`config.mk`:
```
export PLATFORM = sky130hd
export DESIGN_NAME = can_bit_timing_search
export DESIGN_NICKNAME = d
export VERILOG_FILES = /design/src/rtl/cbts_pkg.sv /design/src/rtl/cbts_div.sv /design/src/rtl/cbts_seq.sv /design/src/rtl/can_bit_timing_search.sv
export SDC_FILE = /design/constraint.sdc
export NUM_CORES = 2
export LEC_CHECK = 0
export ABC_AREA = 1
export BUFFER_PORTS_ARGS = -buffer_cell sky130_fd_sc_hd__buf_2
export CAP_MARGIN = 40
export CELL_PAD_IN_SITES_DETAIL_PLACEMENT = 0
export CELL_PAD_IN_SITES_GLOBAL_PLACEMENT = 1
export CORE_ASPECT_RATIO = 1.4
export CORE_MARGIN = 2
export CORE_UTILIZATION = 40
export CTS_CLUSTER_DIAMETER = 30
export DETAILED_ROUTE_END_ITERATION = 8
export GPL_TIMING_DRIVEN = 0
export PLACE_DENSITY = 0.65
export SYNTH_ARGS = -nofsm -noshare
export SYNTH_HDL_FRONTEND = slang
export SYNTH_SLANG_ARGS = --single-unit
```
`constraint.sdc`:
```
create_clock -name clk -period 25 [get_ports clk]
set_input_delay 1.25 -clock clk [delete_from_list [all_inputs] [get_ports clk]]
set_output_delay 1.25 -clock clk [all_outputs]
set_load 0.01 [all_outputs]
```
`src/rtl/cbts_pkg.sv`:
```
// Shared types and constants for the CAN bit-timing search block.
// Used by cbts_div, cbts_seq and can_bit_timing_search.
package cbts_pkg;

  localparam int CLK_W    = 32;
  localparam int RATE_W   = 24;
  localparam int SAMP_W   = 16;
  localparam int T1_W     = 9;
  localparam int T2_W     = 8;
  localparam int BRP_W    = 11;
  localparam int IDX_W    = 3;
  localparam int CFG_W    = 11;
  localparam int IN_W     = 72;
  localparam int OUT_W    = 48;

  localparam logic [IDX_W-1:0] REG_T1_MIN  = 3'd0;
  localparam logic [IDX_W-1:0] REG_T1_MAX  = 3'd1;
  localparam logic [IDX_W-1:0] REG_T2_MIN  = 3'd2;
  localparam logic [IDX_W-1:0] REG_T2_MAX  = 3'd3;
  localparam logic [IDX_W-1:0] REG_SJW     = 3'd4;
  localparam logic [IDX_W-1:0] REG_BRP_MIN = 3'd5;
  localparam logic [IDX_W-1:0] REG_BRP_MAX = 3'd6;
  localparam logic [IDX_W-1:0] REG_BRP_STP = 3'd7;

  typedef enum logic [3:0] {
    S_IDLE, S_BRP, S_MUL, S_DIVGO, S_DIVW, S_CHK, S_T2, S_ERR, S_CMP, S_DONE
  } state_t;

  typedef struct packed {
    logic        start;
    logic [55:0] dividend;
    logic [34:0] divisor;
  } div_req_t;

  typedef struct packed {
    logic        busy;
    logic [55:0] quot;
    logic        rem_zero;
  } div_rsp_t;

endpackage

```
`src/rtl/cbts_div.sv`:
```
// Radix-2 restoring divider, one quotient bit per cycle.
// Depends on cbts_pkg.
module cbts_div
  import cbts_pkg::*;
(
  input  logic     clk,
  input  logic     rst,
  input  div_req_t req,
  output div_rsp_t rsp
);

  logic [55:0] quot;
  logic [35:0] rem;
  logic [34:0] dsr;
  logic [5:0]  cnt;
  logic        busy;
  logic [35:0] trial;
  logic [35:0] diff;

  assign trial = {rem[34:0], quot[55]};
  assign diff  = trial - {1'b0, dsr};

  always_ff @(posedge clk) begin
    if (rst) begin
      busy <= 1'b0;
      cnt  <= '0;
    end else if (req.start) begin
      busy <= 1'b1;
      cnt  <= 6'd56;
      quot <= req.dividend;
      rem  <= '0;
      dsr  <= req.divisor;
    end else if (busy) begin
      if (diff[35]) begin
        rem  <= trial;
        quot <= {quot[54:0], 1'b0};
      end else begin
        rem  <= diff;
        quot <= {quot[54:0], 1'b1};
      end
      cnt <= cnt - 6'd1;
      if (cnt == 6'd1) busy <= 1'b0;
    end
  end

  assign rsp.busy     = busy | req.start;
  assign rsp.quot     = quot;
  assign rsp.rem_zero = (rem == '0);

endmodule

```
`src/rtl/cbts_seq.sv`:
```
// Search sequencer: walks prescalers and tseg2 values, keeps the best split.
// Depends on cbts_pkg and drives the shared divider cbts_div.
module cbts_seq
  import cbts_pkg::*;
#(
  parameter int MAX_PRESCALER    = 1024,
  parameter int MAX_TSEG1        = 256,
  parameter int MAX_TSEG2        = 128,
  parameter int SAMPLE_FRAC_BITS = 16
) (
  input  logic              clk,
  input  logic              rst,
  input  logic              start,
  input  logic [CLK_W-1:0]  clock_hz,
  input  logic [RATE_W-1:0] bit_rate,
  input  logic [SAMP_W-1:0] sample_target,
  input  logic [T1_W-1:0]   t1_min_r,
  input  logic [T1_W-1:0]   t1_max_r,
  input  logic [T2_W-1:0]   t2_min_r,
  input  logic [T2_W-1:0]   t2_max_r,
  input  logic [T2_W-1:0]   sjw_r,
  input  logic [BRP_W-1:0]  brp_min_r,
  input  logic [BRP_W-1:0]  brp_max_r,
  input  logic [BRP_W-1:0]  brp_step_r,
  output div_req_t          dreq,
  input  div_rsp_t          drsp,
  output logic              busy,
  output logic              done,
  output logic [OUT_W-1:0]  result
);

  localparam logic [BRP_W:0] PMAX = (BRP_W+1)'(MAX_PRESCALER > 2047 ? 2047 : MAX_PRESCALER);
  localparam logic [T1_W:0]  T1M  = (T1_W+1)'(MAX_TSEG1 > 511 ? 511 : MAX_TSEG1);
  localparam logic [T2_W:0]  T2M  = (T2_W+1)'(MAX_TSEG2 > 255 ? 255 : MAX_TSEG2);

  state_t state, state_next;

  logic [CLK_W-1:0]  clk_q;
  logic [RATE_W-1:0] rate_q;
  logic [SAMP_W-1:0] tgt_q;
  logic [BRP_W:0]    brp, phi;
  logic [T1_W:0]     t1lo, t1hi;
  logic [T2_W:0]     t2lo, t2hi, t2;
  logic [34:0]       denom;
  logic [CLK_W-1:0]  tq;
  logic [CLK_W-1:0]  seg;
  logic [CLK_W-1:0]  t1;
  // error numerator stays below 2^34; tq of a candidate stays below 1024
  logic [33:0]       num, best_num;
  logic [9:0]        best_tq;
  logic [43:0]       lhs, rhs;
  logic              found;
  logic [BRP_W-1:0]  best_brp;
  logic [T1_W-1:0]   best_t1;
  logic [T2_W-1:0]   best_t2;
  logic [BRP_W-1:0]  step;
  logic [47:0]       a_v, b_v;
  logic [T1_W-1:0]   prop;
  logic [T2_W-1:0]   sjw_o;

  assign step = (brp_step_r == '0) ? BRP_W'(1) : brp_step_r;

  always_ff @(posedge clk) begin
    if (rst) state <= S_IDLE;
    else     state <= state_next;
  end

  always_comb begin
    state_next = state;
    case (state)
      S_IDLE:  if (start) state_next = (clock_hz == '0 || bit_rate == '0) ? S_DONE : S_BRP;
      S_BRP:   state_next = (brp > phi) ? S_DONE : (brp == '0 ? S_BRP : S_MUL);
      S_MUL:   state_next = S_DIVGO;
      S_DIVGO: state_next = S_DIVW;
      S_DIVW:  if (!drsp.busy) state_next = S_CHK;
      S_CHK:   state_next = (!drsp.rem_zero || tq < 32'd3 ||
                             {1'b0, tq - 32'd1} > 33'(t1hi) + 33'(t2hi)) ? S_BRP : S_T2;
      S_T2:    state_next = (t2 > t2hi || 32'(t2) >= seg) ? S_BRP : S_ERR;
      S_ERR:   state_next = S_CMP;
      S_CMP:   state_next = S_T2;
      S_DONE:  state_next = S_IDLE;
      default: state_next = S_IDLE;
    endcase
  end

  assign a_v = 48'(33'(t1) + 33'd1) << SAMPLE_FRAC_BITS;
  assign b_v = 48'(tgt_q) * 48'(tq);

  always_ff @(posedge clk) begin
    case (state)
      S_IDLE: begin
        clk_q  <= clock_hz;
        rate_q <= bit_rate;
        tgt_q  <= sample_target;
        found  <= 1'b0;
        best_num <= '0;
        best_tq  <= 10'd1;
        t1lo <= ({1'b0, t1_min_r} > T1M) ? T1M : {1'b0, t1_min_r};
        t1hi <= ({1'b0, t1_max_r} > T1M) ? T1M : {1'b0, t1_max_r};
        t2lo <= ({1'b0, t2_min_r} > T2M) ? T2M : {1'b0, t2_min_r};
        t2hi <= ({1'b0, t2_max_r} > T2M) ? T2M : {1'b0, t2_max_r};
        brp  <= ({1'b0, brp_min_r} > PMAX) ? PMAX : {1'b0, brp_min_r};
        phi  <= ({1'b0, brp_max_r} > PMAX) ? PMAX : {1'b0, brp_max_r};
      end
      S_BRP: if (brp == '0 && brp <= phi) brp <= brp + (BRP_W+1)'(step);
      S_MUL: denom <= 35'(brp) * 35'(rate_q);
      S_CHK: begin
        seg <= tq - 32'd1;
        t2  <= t2lo;
        if (!(drsp.rem_zero && tq >= 32'd3 &&
              {1'b0, tq - 32'd1} <= 33'(t1hi) + 33'(t2hi)))
          brp <= brp + (BRP_W+1)'(step);
      end
      S_T2: begin
        t1 <= seg - 32'(t2);
        if (t2 > t2hi || 32'(t2) >= seg) brp <= brp + (BRP_W+1)'(step);
      end
      S_ERR: begin
        num <= (t1 < 32'(t1lo) || t1 > 32'(t1hi)) ? '1 :
               34'((a_v > b_v) ? a_v - b_v : b_v - a_v);
      end
      S_CMP: begin
        // out-of-range tseg1 marked with all-ones num and skipped
        if (!(t1 < 32'(t1lo) || t1 > 32'(t1hi)) && (!found || lhs < rhs)) begin
          found    <= 1'b1;
          best_num <= num;
          best_tq  <= tq[9:0];
          best_brp <= brp[BRP_W-1:0];
          best_t1  <= t1[T1_W-1:0];
          best_t2  <= t2[T2_W-1:0];
        end
        t2 <= t2 + (T2_W+1)'(1);
      end
      default: ;
    endcase
  end

  assign tq = drsp.quot[CLK_W-1:0];
  assign lhs = num * best_tq;
  assign rhs = best_num * tq[9:0];

  assign dreq.start    = (state == S_DIVGO);
  assign dreq.dividend = 56'(clk_q);
  assign dreq.divisor  = denom;

  assign prop  = best_t1 >> 1;
  assign sjw_o = (sjw_r < best_t2) ? sjw_r : best_t2;
  assign busy  = (state != S_IDLE);
  assign done  = (state == S_DONE);
  assign result = found ? {4'b0, best_brp, sjw_o, best_t2,
                           8'(best_t1 - prop), 8'(prop), 1'b1} : '0;

endmodule

```
`src/rtl/can_bit_timing_search.sv`:
```
// CAN bit-timing search, top level: config registers, output register.
// Depends on cbts_pkg, cbts_div and cbts_seq.
//
// Usage:
//   s_axis carries one request word: clock_hz, bit_rate, sample_target.
//   m_axis carries one result word per request.
//   Config writes (cfg_we/cfg_index/cfg_data) only while idle.
// Each prescaler in range runs one 56-step divide in the shared divider;
// one that gives an exact quanta count within limits then tries the tseg2
// values in turn. A zero prescaler is skipped without a divide.
// Zero clock or rate: no search is run; the sequencer goes straight to S_DONE.
// One request is in flight at a time; s_axis_tready is low while searching
// and while the result word waits in the output register.
// If the receiver stalls, the result holds in m_axis_tdata until taken.
// Reset returns the config registers to their defaults and drops any
// request in progress.
module can_bit_timing_search
  import cbts_pkg::*;
#(
  parameter int MAX_PRESCALER    = 1024,
  parameter int MAX_TSEG1        = 256,
  parameter int MAX_TSEG2        = 128,
  parameter int SAMPLE_FRAC_BITS = 16
) (
  input  logic             clk,
  input  logic             rst,
  input  logic             s_axis_tvalid,
  output logic             s_axis_tready,
  // clock_hz[31:0], bit_rate[55:32], sample_target[71:56]
  input  logic [IN_W-1:0]  s_axis_tdata,
  output logic             m_axis_tvalid,
  input  logic             m_axis_tready,
  // found[0], prop_segment[8:1], phase_segment1[16:9], phase_segment2[24:17],
  // jump_width[32:25], prescaler[43:33]
  output logic [OUT_W-1:0] m_axis_tdata,
  input  logic             cfg_we,
  input  logic [IDX_W-1:0] cfg_index,
  input  logic [CFG_W-1:0] cfg_data
);

  logic [T1_W-1:0]  t1_min, t1_max;
  logic [T2_W-1:0]  t2_min, t2_max, sjw;
  logic [BRP_W-1:0] brp_min, brp_max, brp_step;
  div_req_t         dreq;
  div_rsp_t         drsp;
  logic             busy, done, start;
  logic [OUT_W-1:0] result;

  always_ff @(posedge clk) begin
    if (rst) begin
      t1_min <= 9'd1; t1_max <= 9'd16; t2_min <= 8'd1; t2_max <= 8'd8;
      sjw <= 8'd4; brp_min <= 11'd1; brp_max <= 11'd1024; brp_step <= 11'd1;
    end else if (cfg_we) begin
      case (cfg_index)
        REG_T1_MIN:  t1_min   <= cfg_data[T1_W-1:0];
        REG_T1_MAX:  t1_max   <= cfg_data[T1_W-1:0];
        REG_T2_MIN:  t2_min   <= cfg_data[T2_W-1:0];
        REG_T2_MAX:  t2_max   <= cfg_data[T2_W-1:0];
        REG_SJW:     sjw      <= cfg_data[T2_W-1:0];
        REG_BRP_MIN: brp_min  <= cfg_data;
        REG_BRP_MAX: brp_max  <= cfg_data;
        REG_BRP_STP: brp_step <= cfg_data;
        default: ;
      endcase
    end
  end

  assign s_axis_tready = !busy && !m_axis_tvalid;
  assign start = s_axis_tvalid && s_axis_tready;

  cbts_div u_div (.clk(clk), .rst(rst), .req(dreq), .rsp(drsp));

  cbts_seq #(
    .MAX_PRESCALER(MAX_PRESCALER), .MAX_TSEG1(MAX_TSEG1),
    .MAX_TSEG2(MAX_TSEG2), .SAMPLE_FRAC_BITS(SAMPLE_FRAC_BITS)
  ) u_seq (
    .clk(clk), .rst(rst), .start(start),
    .clock_hz(s_axis_tdata[31:0]), .bit_rate(s_axis_tdata[55:32]),
    .sample_target(s_axis_tdata[71:56]),
    .t1_min_r(t1_min), .t1_max_r(t1_max), .t2_min_r(t2_min), .t2_max_r(t2_max),
    .sjw_r(sjw), .brp_min_r(brp_min), .brp_max_r(brp_max), .brp_step_r(brp_step),
    .dreq(dreq), .drsp(drsp), .busy(busy), .done(done), .result(result)
  );

  always_ff @(posedge clk) begin
    if (rst) begin
      m_axis_tvalid <= 1'b0;
    end else if (done) begin
      m_axis_tvalid <= 1'b1;
    end else if (m_axis_tready) begin
      m_axis_tvalid <= 1'b0;
    end
  end

  always_ff @(posedge clk) begin
    if (done) m_axis_tdata <= result;
  end

endmodule
```
==> key figures <==
Yosys
  • Async set-reset flop share out of synthesis: 0
  • Top cell type's share of synthesized area: 0.283
  • Yosys warnings: 0
  • Count of state elements after synthesis: 602
  • Cell count after synthesis: 10300
  • Mapped Area: approximately 0.081 mm²
  • Synth area leader: fa_1
  • Post-synth EDFFs: between 500 and 600
  • Register area share after synthesis: 0.212
  • Most common flop cell mapped by yosys: edfxtp_1
  • Distinct cells, synth: 66
  • Largest cells by area after synthesis: fa_1 (28%), edfxtp_1 (19%), inv_1 (12%)
  • Mean post-synth cell area: 7.92 µm²

GRT
  • Gr ovfl total: 0
  • Largest net degree at the start of global routing: 35
  • First-pass GRT wire length: around 420000 µm
  • Initial antenna violation count: 5
  • Vias in the first global route: approximately 70000
  • Total track usage: 0.268

Floorplan
  • Width of the die: approximately 380 µm
  • Initial Utilization: 0.403
  • # rows: 195
  • Io pins: 141
  • Die area: around 0.21 mm²
  • Chip height: 537 µm
  • Core area: ~0.20 mm²

Worst hold path
  • Hold WC Path Type: reg2reg

Worst setup path
  • Crit-path max cell delay: 600 ps
  • Critical path capture point type: flop
  • Max Fanout on Critical Path: 10
  • Crit-path leading delay family: adder cells
  • Arrival time at the worst endpoint: between 10000 and 15000 ps
  • CP Launch Type: flop
  • Crit Path Category: reg2reg
  • Worst endpoint required time: roughly 25000 ps
  • CP max stage cell: fa_1
  • CP bufs+invs: 13

Routing
  • Final WL: ~280000 µm
  • Drt first pass iters: 6
  • Post-route DRC: 0
  • Routed WL per cell: between 20 and 25 µm
  • Antenna viol nets, final: 0
  • Vias post-DR: between 60000 and 70000
  • Initial DRC count: 3991
  • Vias/cell: approximately 5

Finish
  • Synth-to-Final Area Change: 11.5%
  • Fillers: 20600
  • Design area: roughly 0.091 mm²
  • Fin nets: between 10000 and 15000
  • FF+latch area: around 0.017 mm²
  • Final core area utilization: 0.449
  • Area of the multi-input gates: roughly 0.053 mm²
  • Layout cells sized above 1: 0.0452

Place
  • Final HPWL from detailed placement: about 230000 µm
  • IO buf count: around 140
  • Placer Congestion: 0.962
  • Placement Setup Slack: between 10000 and 15000 ps
  • Area post-placement: 0.0865 mm²

Clock tree
  • Num CTS Buffers: between 100 and 150
  • Cts repair resizes: 0
  • CTS clock-pin slew for the worst setup and hold paths: approximately 50 ps
  • Post-CTS Setup Repair Bufs: 0
  • Depth of the CTS H-tree: 3
  • CTS tree: done
  • CTS Root Cell: clkbuf_16
  • Count of hold buffers inserted by post-cts repair: 0
  • CTS sink cnt: ~600
  • Clock Path Buffers: 3
  • Worst-Skew Late Latency: ~770 ps

STA
  • Crit path time final: 10530 ps
  • Least-Margin Pin Slew: between 900 and 1000 ps
  • Endpoints failing setup: 0
  • RSZ-0062 raised after global routing: no
  • Tcrit/Tclk final: 0.421
  • Final Max Slew Viols: 0
  • Hold Fails Final Rpt: 0
  • Setup TNS: 0 ps
  • Max Clk Rate: ~95 MHz
  • Slew headroom: 0.391
  • Clock skew: between 100 and 150 ps
  • Setup WS post-layout: 14470 ps

Run
  • Max-cap violations: 0

Status
  • Status: finished clean
## cells in the mapped netlist (10+ instances only)
master and n:
xor2_1 152, dfxtp_1 87, xnor2_1 108, nor4_1 55, a31oi_1 62, nand2_1 2385
clkbuf_1 312, nand4_1 83, ha_1 570, fa_1 1151, o21ai_1 15, nor3_1 71
o221ai_1 11, o211ai_1 27, o21a_1 17, inv_1 2654, a21o_1 27, buf_1 76
o21ai_0 332, a21oi_1 435, nand3_1 260, o21bai_1 20, nor2_1 713, nand3b_1 10
edfxtp_1 515
## cell type report
| cell class | instances | share of cell area |
|---|---|---|
| Antenna cell | 3 | 0.0000829 |
| Multi-Input combinational cell | 6600 | 0.580 |
| Clock buffer | 135 | 0.0337 |
| Inverter | 2657 | 0.110 |
| Timing Repair Buffer | 219 | 0.0202 |
| Buffer | 405 | 0.0175 |
| Tap cell | 2659 | 0.0367 |
| Sequential cell | 602 | 0.190 |
| Clock inverter | 86 | 0.0114 |
## metal layers
metal  GRT usage  share of wire  vias up
li1            -              -    31600
met1       0.313           0.39    32900
met2       0.499           0.52     1563
met3      0.0220          0.036      456
met4       0.116          0.051        0
met5           0              0        -
## through the flow
step	std cells	hold slack [ps]
after CTS	13400	413
after global routing	13400	419
after global placement	13100	401
after detailed placement	13100	405
final	13400	414
after floorplan	10300	400
## cells in the final DEF, fill, tap and decap left out, types with 10 or more instances in the layout
cell type / n
o21ai_0: 331
buf_2: 142
nand2_1: 2384
clkbuf_16: 117
inv_6: 10
buf_12: 11
nand3_1: 260
a21oi_1: 435
nor4_1: 55
a21o_1: 27
o21a_1: 17
ha_1: 570
clkinv_2: 15
o211ai_1: 27
clkbuf_1: 324
a31oi_1: 62
buf_1: 76
nor3_1: 68
inv_1: 2654
edfxtp_1: 515
dfxtp_1: 87
nor2_1: 708
o21ai_1: 16
buf_6: 28
o21bai_1: 20
nand3b_1: 10
clkinvlp_4: 20
fa_1: 1151
bufinv_16: 11
o221ai_1: 11
xnor2_1: 108
buf_4: 19
buf_8: 32
xor2_1: 152
clkinv_4: 15
nand4_1: 83
## state kept, by name, indices dropped and copies added (netlist names), 10 cells and up
register        cells
brp_max            11
brp_min            11
brp_step           11
m_axis_tdata       44
u_div.dsr          35
u_div.quot         56
u_div.rem          36
u_seq.best_brp     11
u_seq.best_num     34
u_seq.best_tq      10
u_seq.brp          12
u_seq.clk_q        32
u_seq.denom        35
u_seq.num          34
u_seq.phi          11
u_seq.rate_q       24
u_seq.seg          32
u_seq.t1           32
u_seq.tgt_q        16
## logic make-up (layout without fill, tap and decap cells)
family	Yosys count	after routing	share of synthesized area
and+or+nand+nor	3619	3619	0.179
AOI/OAI and AO/OA	995	995	0.0675
other	1	7	0.0000461
DFF	602	602	0.212
xor gates and xnor gates	261	261	0.0282
adders and majority gates	1721	1721	0.371
buffers and inverters	3062	3502	0.142
## path summary, 6_finish.rpt
path / cells past startpoint / start / endpoint / slack (ps)
max reg2reg: 38 / u_div.quot[0]$_DFFE_PP_ / u_seq.num[33]$_SDFFCE_PP1N_ / 14470
max: 38 / u_div.quot[0]$_DFFE_PP_ / u_seq.num[33]$_SDFFCE_PP1N_ / 14470
min: 0 / u_seq.denom[31]$_DFFE_PP_ / u_div.dsr[31]$_DFFE_PP_ / 410
min reg2reg: 0 / u_seq.denom[31]$_DFFE_PP_ / u_div.dsr[31]$_DFFE_PP_ / 410
## worst reg2reg max path, delay by kind of cell (launching register included)
kind / cells / cell delay (ps)
AO/OA/AOI/OAI: 4 / 950
XOR/XNOR: 1 / 440
adder cells (fa/ha/maj): 8 / 3800
buffers and inverters: 13 / 2270
flip-flops: 1 / 520
AND/OR/NAND/NOR: 12 / 2110
Power is left out: the tool's default activity adds up to more than one toggle a clock period on the data nets, which glitch-free logic cannot reach.
